`src/rtl/core/psc_pkg.sv`:
```
// ----------------------------------------------------------------------------
// psc_pkg
// Types and control-field codes shared by the packed string compare block.
// ----------------------------------------------------------------------------
`default_nettype none

package psc_pkg;

	// element count per operand in byte mode, and the bits of a length
	localparam int unsigned NumElem = 16;
	localparam int unsigned LenW    = 5;

	typedef logic [15:0]              elem_t;
	typedef elem_t [NumElem-1:0]      elem_vec_t;
	typedef logic [LenW-1:0]          len_t;
	typedef logic [1:0]               agg_t;
	typedef logic [1:0]               pol_t;
	typedef logic [NumElem-1:0]       mask_t;
	typedef mask_t [NumElem-1:0]      cmp_mat_t;

	// aggregation codes, ctrl bits 3:2
	localparam agg_t AGG_EQ_ANY  = 2'b00;
	localparam agg_t AGG_RANGES  = 2'b01;
	localparam agg_t AGG_EQ_EACH = 2'b10;
	localparam agg_t AGG_EQ_ORD  = 2'b11;

	// polarity codes, ctrl bits 5:4
	localparam pol_t POL_POS      = 2'b00;
	localparam pol_t POL_NEG      = 2'b01;
	localparam pol_t POL_POS_ALT  = 2'b10;
	localparam pol_t POL_MASK_NEG = 2'b11;

	// element counts as lengths
	localparam len_t LEN_BYTES = 5'd16;
	localparam len_t LEN_WORDS = 5'd8;

	// raw element k of a 128-bit operand, zero-extended to 16 bits
	function automatic elem_t get_elem(logic [127:0] v, int unsigned k, logic word);
		elem_t e;
		e = 16'h0000;
		if (word) begin
			if (k < NumElem / 2)
				e = v[16*k +: 16];
		end else begin
			e = {8'h00, v[8*k +: 8]};
		end
		return e;
	endfunction

endpackage

`default_nettype wire

```
`src/rtl/core/packed_string_compare.sv`:
```
// ----------------------------------------------------------------------------
// packed_string_compare
// Throughput: one word per cycle while the output is not stalled; stages are
// element decode and length, 16x16 comparator matrix, aggregation and
// polarity, flag and output register. A stalled output holds the last stage;
// empty stages upstream still fill. Reset clears the stage valid bits only;
// payload registers are not reset.
// ----------------------------------------------------------------------------
`default_nettype none

module packed_string_compare
	import psc_pkg::*;
(
	input  wire logic               clk,
	input  wire logic               arst_n,
	input  wire logic               in_valid,
	output logic                    in_stall,
	input  wire logic               cmd,
	input  wire logic [7:0]         ctrl,
	input  wire logic [63:0]        src_lo,
	input  wire logic [63:0]        src_hi,
	input  wire logic [63:0]        set_lo,
	input  wire logic [63:0]        set_hi,
	input  wire logic signed [31:0] src_len,
	input  wire logic signed [31:0] set_len,
	output logic                    out_valid,
	input  wire logic               out_stall,
	output logic [15:0]             match_mask,
	output logic                    carry_flag,
	output logic                    zero_flag,
	output logic                    sign_flag,
	output logic                    overflow_flag,
	output logic                    aux_flag,
	output logic                    parity_flag
);

	// stage advance chain, a bubble lets the stages above it move
	logic v_s1, v_s2, v_s3, v_s4;
	logic en1, en2, en3, en4;

	assign en4 = !v_s4 || !out_stall;
	assign en3 = !v_s3 || en4;
	assign en2 = !v_s2 || en3;
	assign en1 = !v_s1 || en2;
	assign in_stall = !en1;

	always_ff @(posedge clk or negedge arst_n) begin
		if (!arst_n) begin
			v_s1 <= 1'b0;
			v_s2 <= 1'b0;
			v_s3 <= 1'b0;
			v_s4 <= 1'b0;
		end else begin
			if (en1) v_s1 <= in_valid;
			if (en2) v_s2 <= v_s1;
			if (en3) v_s3 <= v_s2;
			if (en4) v_s4 <= v_s3;
		end
	end

	// ------------------------------------------------------------------
	// stage 1: element split, sign bias, lengths
	// ------------------------------------------------------------------
	logic       word_in, sgn_in;
	len_t       n_in;
	logic [127:0] src_in, set_in;
	elem_vec_t  src_raw, set_raw, src_el, set_el;
	len_t       src_zlen, set_zlen, src_elen, set_elen;
	logic [31:0] src_mag, set_mag;

	assign word_in = ctrl[0];
	assign sgn_in  = ctrl[1];
	assign n_in    = word_in ? LEN_WORDS : LEN_BYTES;
	assign src_in  = {src_hi, src_lo};
	assign set_in  = {set_hi, set_lo};

	// split into elements, bias the sign bit for ordered compares
	always_comb begin
		for (int k = 0; k < NumElem; k++) begin
			src_raw[k] = get_elem(src_in, k, word_in);
			set_raw[k] = get_elem(set_in, k, word_in);
			src_el[k]  = src_raw[k];
			set_el[k]  = set_raw[k];
			if (sgn_in) begin
				if (word_in) begin
					src_el[k][15] = ~src_raw[k][15];
					set_el[k][15] = ~set_raw[k][15];
				end else begin
					src_el[k][7] = ~src_raw[k][7];
					set_el[k][7] = ~set_raw[k][7];
				end
			end
		end
	end

	// implicit length: first zero element, element count when none
	always_comb begin
		src_zlen = n_in;
		set_zlen = n_in;
		for (int k = NumElem - 1; k >= 0; k--) begin
			if (len_t'(k) < n_in && src_raw[k] == 16'h0000) src_zlen = len_t'(k);
			if (len_t'(k) < n_in && set_raw[k] == 16'h0000) set_zlen = len_t'(k);
		end
	end

	// explicit length: magnitude, then clamp to element count
	assign src_mag  = src_len[31] ? (~src_len + 32'd1) : src_len;
	assign set_mag  = set_len[31] ? (~set_len + 32'd1) : set_len;
	assign src_elen = (src_mag > {27'd0, n_in}) ? n_in : src_mag[LenW-1:0];
	assign set_elen = (set_mag > {27'd0, n_in}) ? n_in : set_mag[LenW-1:0];

	elem_vec_t src_el_s1, set_el_s1;
	len_t      lsrc_s1, lset_s1;
	logic      word_s1;
	agg_t      agg_s1;
	pol_t      pol_s1;

	always_ff @(posedge clk) begin
		if (en1 && in_valid) begin
			src_el_s1 <= src_el;
			set_el_s1 <= set_el;
			lsrc_s1   <= cmd ? src_zlen : src_elen;
			lset_s1   <= cmd ? set_zlen : set_elen;
			word_s1   <= word_in;
			agg_s1    <= ctrl[3:2];
			pol_s1    <= ctrl[5:4];
		end
	end

	// ------------------------------------------------------------------
	// stage 2: comparator matrix with invalid-element overrides
	// ------------------------------------------------------------------
	cmp_mat_t cmp_d;
	len_t     n_s1;

	assign n_s1 = word_s1 ? LEN_WORDS : LEN_BYTES;

	// row j is the second operand element, column i the first
	always_comb begin
		for (int j = 0; j < NumElem; j++) begin
			for (int i = 0; i < NumElem; i++) begin
				logic vsrc, vset, hit;
				vsrc = len_t'(j) < lsrc_s1;
				vset = len_t'(i) < lset_s1;
				if (agg_s1 == AGG_RANGES) begin
					if (i % 2 == 1) hit = set_el_s1[i] >= src_el_s1[j];
					else            hit = set_el_s1[i] <= src_el_s1[j];
				end else begin
					hit = set_el_s1[i] == src_el_s1[j];
				end
				if (!vset && !vsrc)
					cmp_d[j][i] = (agg_s1 == AGG_EQ_EACH) || (agg_s1 == AGG_EQ_ORD);
				else if (!vset)
					cmp_d[j][i] = (agg_s1 == AGG_EQ_ORD);
				else if (!vsrc)
					cmp_d[j][i] = 1'b0;
				else
					cmp_d[j][i] = hit;
			end
		end
	end

	cmp_mat_t cmp_s2;
	len_t     lsrc_s2;
	logic     word_s2, zf_s2, sf_s2, full_s2;
	agg_t     agg_s2;
	pol_t     pol_s2;

	always_ff @(posedge clk) begin
		if (en2 && v_s1) begin
			cmp_s2  <= cmp_d;
			lsrc_s2 <= lsrc_s1;
			word_s2 <= word_s1;
			zf_s2   <= lsrc_s1 < n_s1;
			sf_s2   <= lset_s1 < n_s1;
			full_s2 <= lsrc_s1 == n_s1;
			agg_s2  <= agg_s1;
			pol_s2  <= pol_s1;
		end
	end

	// ------------------------------------------------------------------
	// stage 3: aggregation and polarity
	// ------------------------------------------------------------------
	len_t  n_s2;
	mask_t full_mask, len_mask, agg_res, pol_res;

	assign n_s2 = word_s2 ? LEN_WORDS : LEN_BYTES;

	always_comb begin
		for (int k = 0; k < NumElem; k++) begin
			full_mask[k] = len_t'(k) < n_s2;
			len_mask[k]  = len_t'(k) < lsrc_s2;
		end
	end

	always_comb begin
		for (int j = 0; j < NumElem; j++) begin
			logic any_b, rng_b, ord_b;
			any_b = 1'b0;
			rng_b = 1'b0;
			ord_b = 1'b1;
			for (int i = 0; i < NumElem; i++) begin
				if (full_mask[i]) any_b = any_b | cmp_s2[j][i];
				if (i % 2 == 0 && full_mask[i])
					rng_b = rng_b | (cmp_s2[j][i] & cmp_s2[j][i+1]);
				if (i + j < NumElem && full_mask[i+j])
					ord_b = ord_b & cmp_s2[i+j][i];
			end
			unique case (agg_s2)
				AGG_EQ_ANY:  agg_res[j] = full_mask[j] & any_b;
				AGG_RANGES:  agg_res[j] = full_mask[j] & rng_b;
				AGG_EQ_EACH: agg_res[j] = full_mask[j] & cmp_s2[j][j];
				AGG_EQ_ORD:  agg_res[j] = full_mask[j] & ord_b;
			endcase
		end
	end

	always_comb begin
		unique case (pol_s2)
			POL_POS, POL_POS_ALT: pol_res = agg_res;
			POL_NEG:              pol_res = agg_res ^ full_mask;
			POL_MASK_NEG:         pol_res = agg_res ^ len_mask;
		endcase
	end

	mask_t res_s3;
	logic  zf_s3, sf_s3, full_s3;

	always_ff @(posedge clk) begin
		if (en3 && v_s2) begin
			res_s3  <= pol_res;
			zf_s3   <= zf_s2;
			sf_s3   <= sf_s2;
			full_s3 <= full_s2;
		end
	end

	// ------------------------------------------------------------------
	// stage 4: flags and output word
	// ------------------------------------------------------------------
	mask_t res_s4;
	logic  cf_s4, zf_s4, sf_s4, af_s4;

	always_ff @(posedge clk) begin
		if (en4 && v_s3) begin
			res_s4 <= res_s3;
			cf_s4  <= res_s3 != '0;
			zf_s4  <= zf_s3;
			sf_s4  <= sf_s3;
			af_s4  <= (res_s3 == '0) && full_s3;
		end
	end

	assign out_valid     = v_s4;
	assign match_mask    = res_s4;
	assign carry_flag    = cf_s4;
	assign zero_flag     = zf_s4;
	assign sign_flag     = sf_s4;
	assign overflow_flag = res_s4[0];
	assign aux_flag      = af_s4;
	assign parity_flag   = 1'b0;

endmodule

`default_nettype wire
```
`config.mk`:
```
export PLATFORM = sky130hd
export DESIGN_NAME = packed_string_compare
export DESIGN_NICKNAME = d
export VERILOG_FILES = /design/src/rtl/core/psc_pkg.sv /design/src/rtl/core/packed_string_compare.sv
export SDC_FILE = /design/constraint.sdc
export NUM_CORES = 2
export LEC_CHECK = 0
export BUFFER_PORTS_ARGS = -buffer_cell sky130_fd_sc_hd__clkbuf_2
export CORE_UTILIZATION = 33
export DETAILED_ROUTE_END_ITERATION = 7
export PLACE_DENSITY_LB_ADDON = 0.08
export SYNTH_ARGS = -nofsm -noshare
export SYNTH_HDL_FRONTEND = slang
export SYNTH_SLANG_ARGS = --single-unit
```
`constraint.sdc`:
```
create_clock -name clk -period 26.8 [get_ports clk]
set_input_delay 4.02 -clock clk [delete_from_list [all_inputs] [get_ports clk]]
set_output_delay 4.02 -clock clk [all_outputs]
set_load 0.02 [all_outputs]
```
==> results_dict.tcl <==
set metrics [dict create \
    netlist_area_sq_um 91300 \
    global_route.usage.total 0.379 \
    fp.dieW_um 528 \
    synthesized_nets 12700 \
    vdd.ir_drop.worst_v 0.0000514 \
    grt_overflow 0 \
    cts-htree-levels 3 \
    finalWorstSetupSlack_ps 18040 \
    detail_route.vias_per_cell 6.50 \
    synth_sequential_area_ratio 0.234 \
    totalWireLength_um 546000 \
    clock_sinks 712 \
    post-route-period-util 0.327 \
    post_route_utilization 0.377 \
    grt_pass1_vias 89400 \
    clock_tree_skew_after_final_layout_ps 68.0 \
    cap_viol_max_count 0 \
    critical-path-top-cell-by-count "sky130_fd_sc_hd__clkbuf_2" \
    final_critical_path_time_including_i_o_delays_and_setup_ps 8760 \
    detailedPlace.worstSlack_ps 18020 \
    layout-drive-gt1-share 0.106 \
    yosys_most_used_dff "sky130_fd_sc_hd__edfxtp_1" \
    place.port_buffers 353 \
    post_synth_and_or_nand_nor_area_fraction 0.183 \
    synthAdderAreaFrac 0.354 \
    grt_start_max_net_pins 203 \
    postCtsResizedCells 0 \
    setup_total_negative_slack_ps 0 \
    globalplace.congestion 0.999 \
    run_status "finished clean" \
    clock_tree.root_cell "sky130_fd_sc_hd__clkbuf_16" \
    synth_enable_flop_cells 708 \
    postSynth.asyncResetShare 0.00562 \
    tritoncts.num_buffers 90 \
    design.die.area_sq_um 279000 \
    worst_path_max_delay_cell "sky130_fd_sc_hd__and3_1" \
    muxShareOfSynthArea 0.0151 \
    report.final.slew_viol_count 0 \
    design.core.area_sq_um 274000 \
    worst_slew_pin_tran_ps 1400 \
    synthDistinctLibCells 81 \
    synth_xor_area_frac 0.00499 \
    postCtsHoldBufs 0 \
    die_h_um 528 \
    grt_pass1_wl_um 731000 \
    cp-end-kind "output port" \
    timing_hold_violations_final 0 \
    initial_utilization 0.333 \
    clockBufferDepth 3 \
    syn-instance-count 9760 \
    floorplan.io_pins 357 \
    crit_chain "clkbuf_2 -> and3_1 -> nand3_1 -> inv_1 -> clkbuf_2" \
    fin_nets 13400 \
    final-setup-viol-count 0 \
    critPathMaxFanout 4 \
    detailroute.via_count 92500 \
    total_leakage_power_nw 44.5 \
    remaining_drc_errors 0 \
    final.fill_count 27600 \
    dpl.hpwl_um 405000 \
    max_slew_headroom 0.0634 \
    synth_compound_area_frac 0.190 \
    tritoncts_clock_tree "built" \
    worst-endpoint-arrival_ps 4740 \
    flop_and_latch_count_out_of_synthesis 712 \
    synth.yosys.warnings 0 \
    area_growth_pct 13.2 \
    timing.critical_path.slowest_cell_delay_ps 230 \
    fp-row-count 192 \
    fmax_mhz 114 \
    timing.hold.worst.class "register to register" \
    worst_setup_hold_path_clk_slew_ps 50 \
    largest_family_of_logic_cells_by_synthesized_area "adder cells" \
    detail_route.wl_per_cell_um 38.3 \
    ant_nets 0 \
    cp_data_required_time_ps 22780 \
    setup_repair_after_global_routing_missed_its_margin "no" \
    cellPowerDensity_nw_per_um2 47.9 \
    grt_antenna_before_repair 49 \
    cp-start-kind "primary input" \
    critical_path_class "primary input to output port" \
    average_size_of_a_mapped_cell_sq_um 9.36 \
    detailedRoute.firstPassIterationCount 8 \
    first_iter_violations 11000 \
    clk-insertion-delay-late_ps 780 \
    cts_setup_buffers 0 \
]
-- cell type report --
cell class,count,area [sq um],area share
antenna,16,40.0,0.000387
sequential,712,21400,0.207
tap,3686,4610,0.0446
inverter,239,897,0.00868
clock buffer,108,2340,0.0226
timing repair buffer,795,5120,0.0495
multi-input combinational,8615,68400,0.662
clock inverter,56,613,0.00593
-- critical path, delay by kind of cell --
family	cells	cell delay, ps
buffers and inverters	3	340
AND/OR/NAND/NOR	2	370
-- synth_stat cells, drive strengths merged, types with 176 or more instances --
master | count | area (sq um)
ha | 2585 | 32300
inv | 239 | 897
nand2b | 294 | 1840
nand2 | 360 | 1350
nand4 | 570 | 3570
nor4 | 186 | 1170
o21ai | 796 | 3990
clkbuf | 176 | 662
edfxtp | 708 | 21300
a21oi | 716 | 3580
nor2b | 549 | 3430
o21a | 371 | 2790
a21o | 188 | 1410
nor2 | 547 | 2060
-- cell usage in the layout, fill, tap and decap left out, types with 27 or more instances in the layout --
cell / Yosys / final
sky130_fd_sc_hd__ha_1: 2585 / 2585
sky130_fd_sc_hd__o21ai_0: 792 / 787
sky130_fd_sc_hd__a21oi_1: 716 / 711
sky130_fd_sc_hd__edfxtp_1: 708 / 708
sky130_fd_sc_hd__nand4_1: 570 / 570
sky130_fd_sc_hd__nor2b_1: 549 / 546
sky130_fd_sc_hd__nor2_1: 546 / 539
sky130_fd_sc_hd__buf_4: 2 / 440
sky130_fd_sc_hd__o21a_1: 371 / 371
sky130_fd_sc_hd__nand2_1: 360 / 360
sky130_fd_sc_hd__clkbuf_2: 1 / 351
sky130_fd_sc_hd__nand2b_1: 294 / 292
sky130_fd_sc_hd__inv_1: 239 / 209
sky130_fd_sc_hd__a21o_1: 188 / 188
sky130_fd_sc_hd__nor4_1: 185 / 184
sky130_fd_sc_hd__nand3_1: 163 / 163
sky130_fd_sc_hd__nor3_1: 141 / 141
sky130_fd_sc_hd__and2_1: 133 / 131
sky130_fd_sc_hd__mux2_2: 108 / 108
sky130_fd_sc_hd__clkbuf_16: 0 / 91
sky130_fd_sc_hd__o22ai_1: 72 / 72
sky130_fd_sc_hd__a211oi_1: 69 / 69
sky130_fd_sc_hd__o32ai_1: 63 / 63
sky130_fd_sc_hd__a31oi_1: 63 / 62
sky130_fd_sc_hd__o211ai_1: 59 / 59
sky130_fd_sc_hd__a2111oi_0: 54 / 54
sky130_fd_sc_hd__o31ai_1: 54 / 54
sky130_fd_sc_hd__a21boi_0: 37 / 36
sky130_fd_sc_hd__xnor2_1: 31 / 31
sky130_fd_sc_hd__a22oi_1: 30 / 30
sky130_fd_sc_hd__inv_2: 0 / 27
-- where the power goes --
group          total [mW]  switching [mW]  internal (mW)  leakage, nW
sequential           1.48           0.106           1.38         7.10
combinational        2.20            1.47          0.733         35.9
clock                1.27           0.562          0.706         1.42
total                4.95            2.14           2.82         44.5
-- flip-flops by register name, summed over array words and instances (netlist names), 2 cells and up --
signal      count
cmp_s2        256
set_el_s1     193
src_el_s1     192
match_mask     16
res_s3         16
lset_s1         5
lsrc_s1         5
lsrc_s2         5
agg_s1          2
agg_s2          2
pol_s1          2
pol_s2          2
-- layer usage --
layer  track usage  up-vias  wire (um)
li1              -    39900          -
met1         0.467    45600     216000
met2         0.579     5445     230000
met3        0.0766     1594      48900
met4         0.287       16      49800
met5             0        -        102
-- through the flow --
stage / instance area [sq um] / hold WS (ps) / power [mW] / cells
global placement: 100000 / 402 / 3.54 / 14000
finish: 103000 / 419 / 4.95 / 14200
detailed placement: 100000 / 407 / 3.62 / 14000
CTS: 103000 / 421 / 4.89 / 14200
global route: 103000 / 436 / 5.16 / 14200
floorplan: 91300 / 400 / 2.69 / 9760
-- final timing paths --
| path | from | end | slack (ps) | cells after the start |
|---|---|---|---|---|
| max | out_stall | in_stall | 18040 | 5 |
| min | zf_s3 | zero_flag | 420 | 0 |
| max reg2reg | agg_s1[1] | cmp_s2[24] | 21960 | 10 |
| min reg2reg | zf_s3 | zero_flag | 420 | 0 |
| max in group asynchronous | arst_n | v_s3 | 23580 | 1 |
| min in group asynchronous | arst_n | v_s1 | 3100 | 1 |
-- cell families (layout without fill, tap and decap cells) --
logic type | Yosys count | in the layout
other | 1 | 17
DFF | 712 | 712
adders and majority gates | 2585 | 2585
and+or+nand+nor | 3073 | 3073
xor gates and xnor gates | 52 | 52
buffers and inverters | 433 | 1198
AOI/OAI and AO/OA | 2780 | 2780
muxes | 124 | 124
Note: power is estimated with default switching activity, not from simulation.
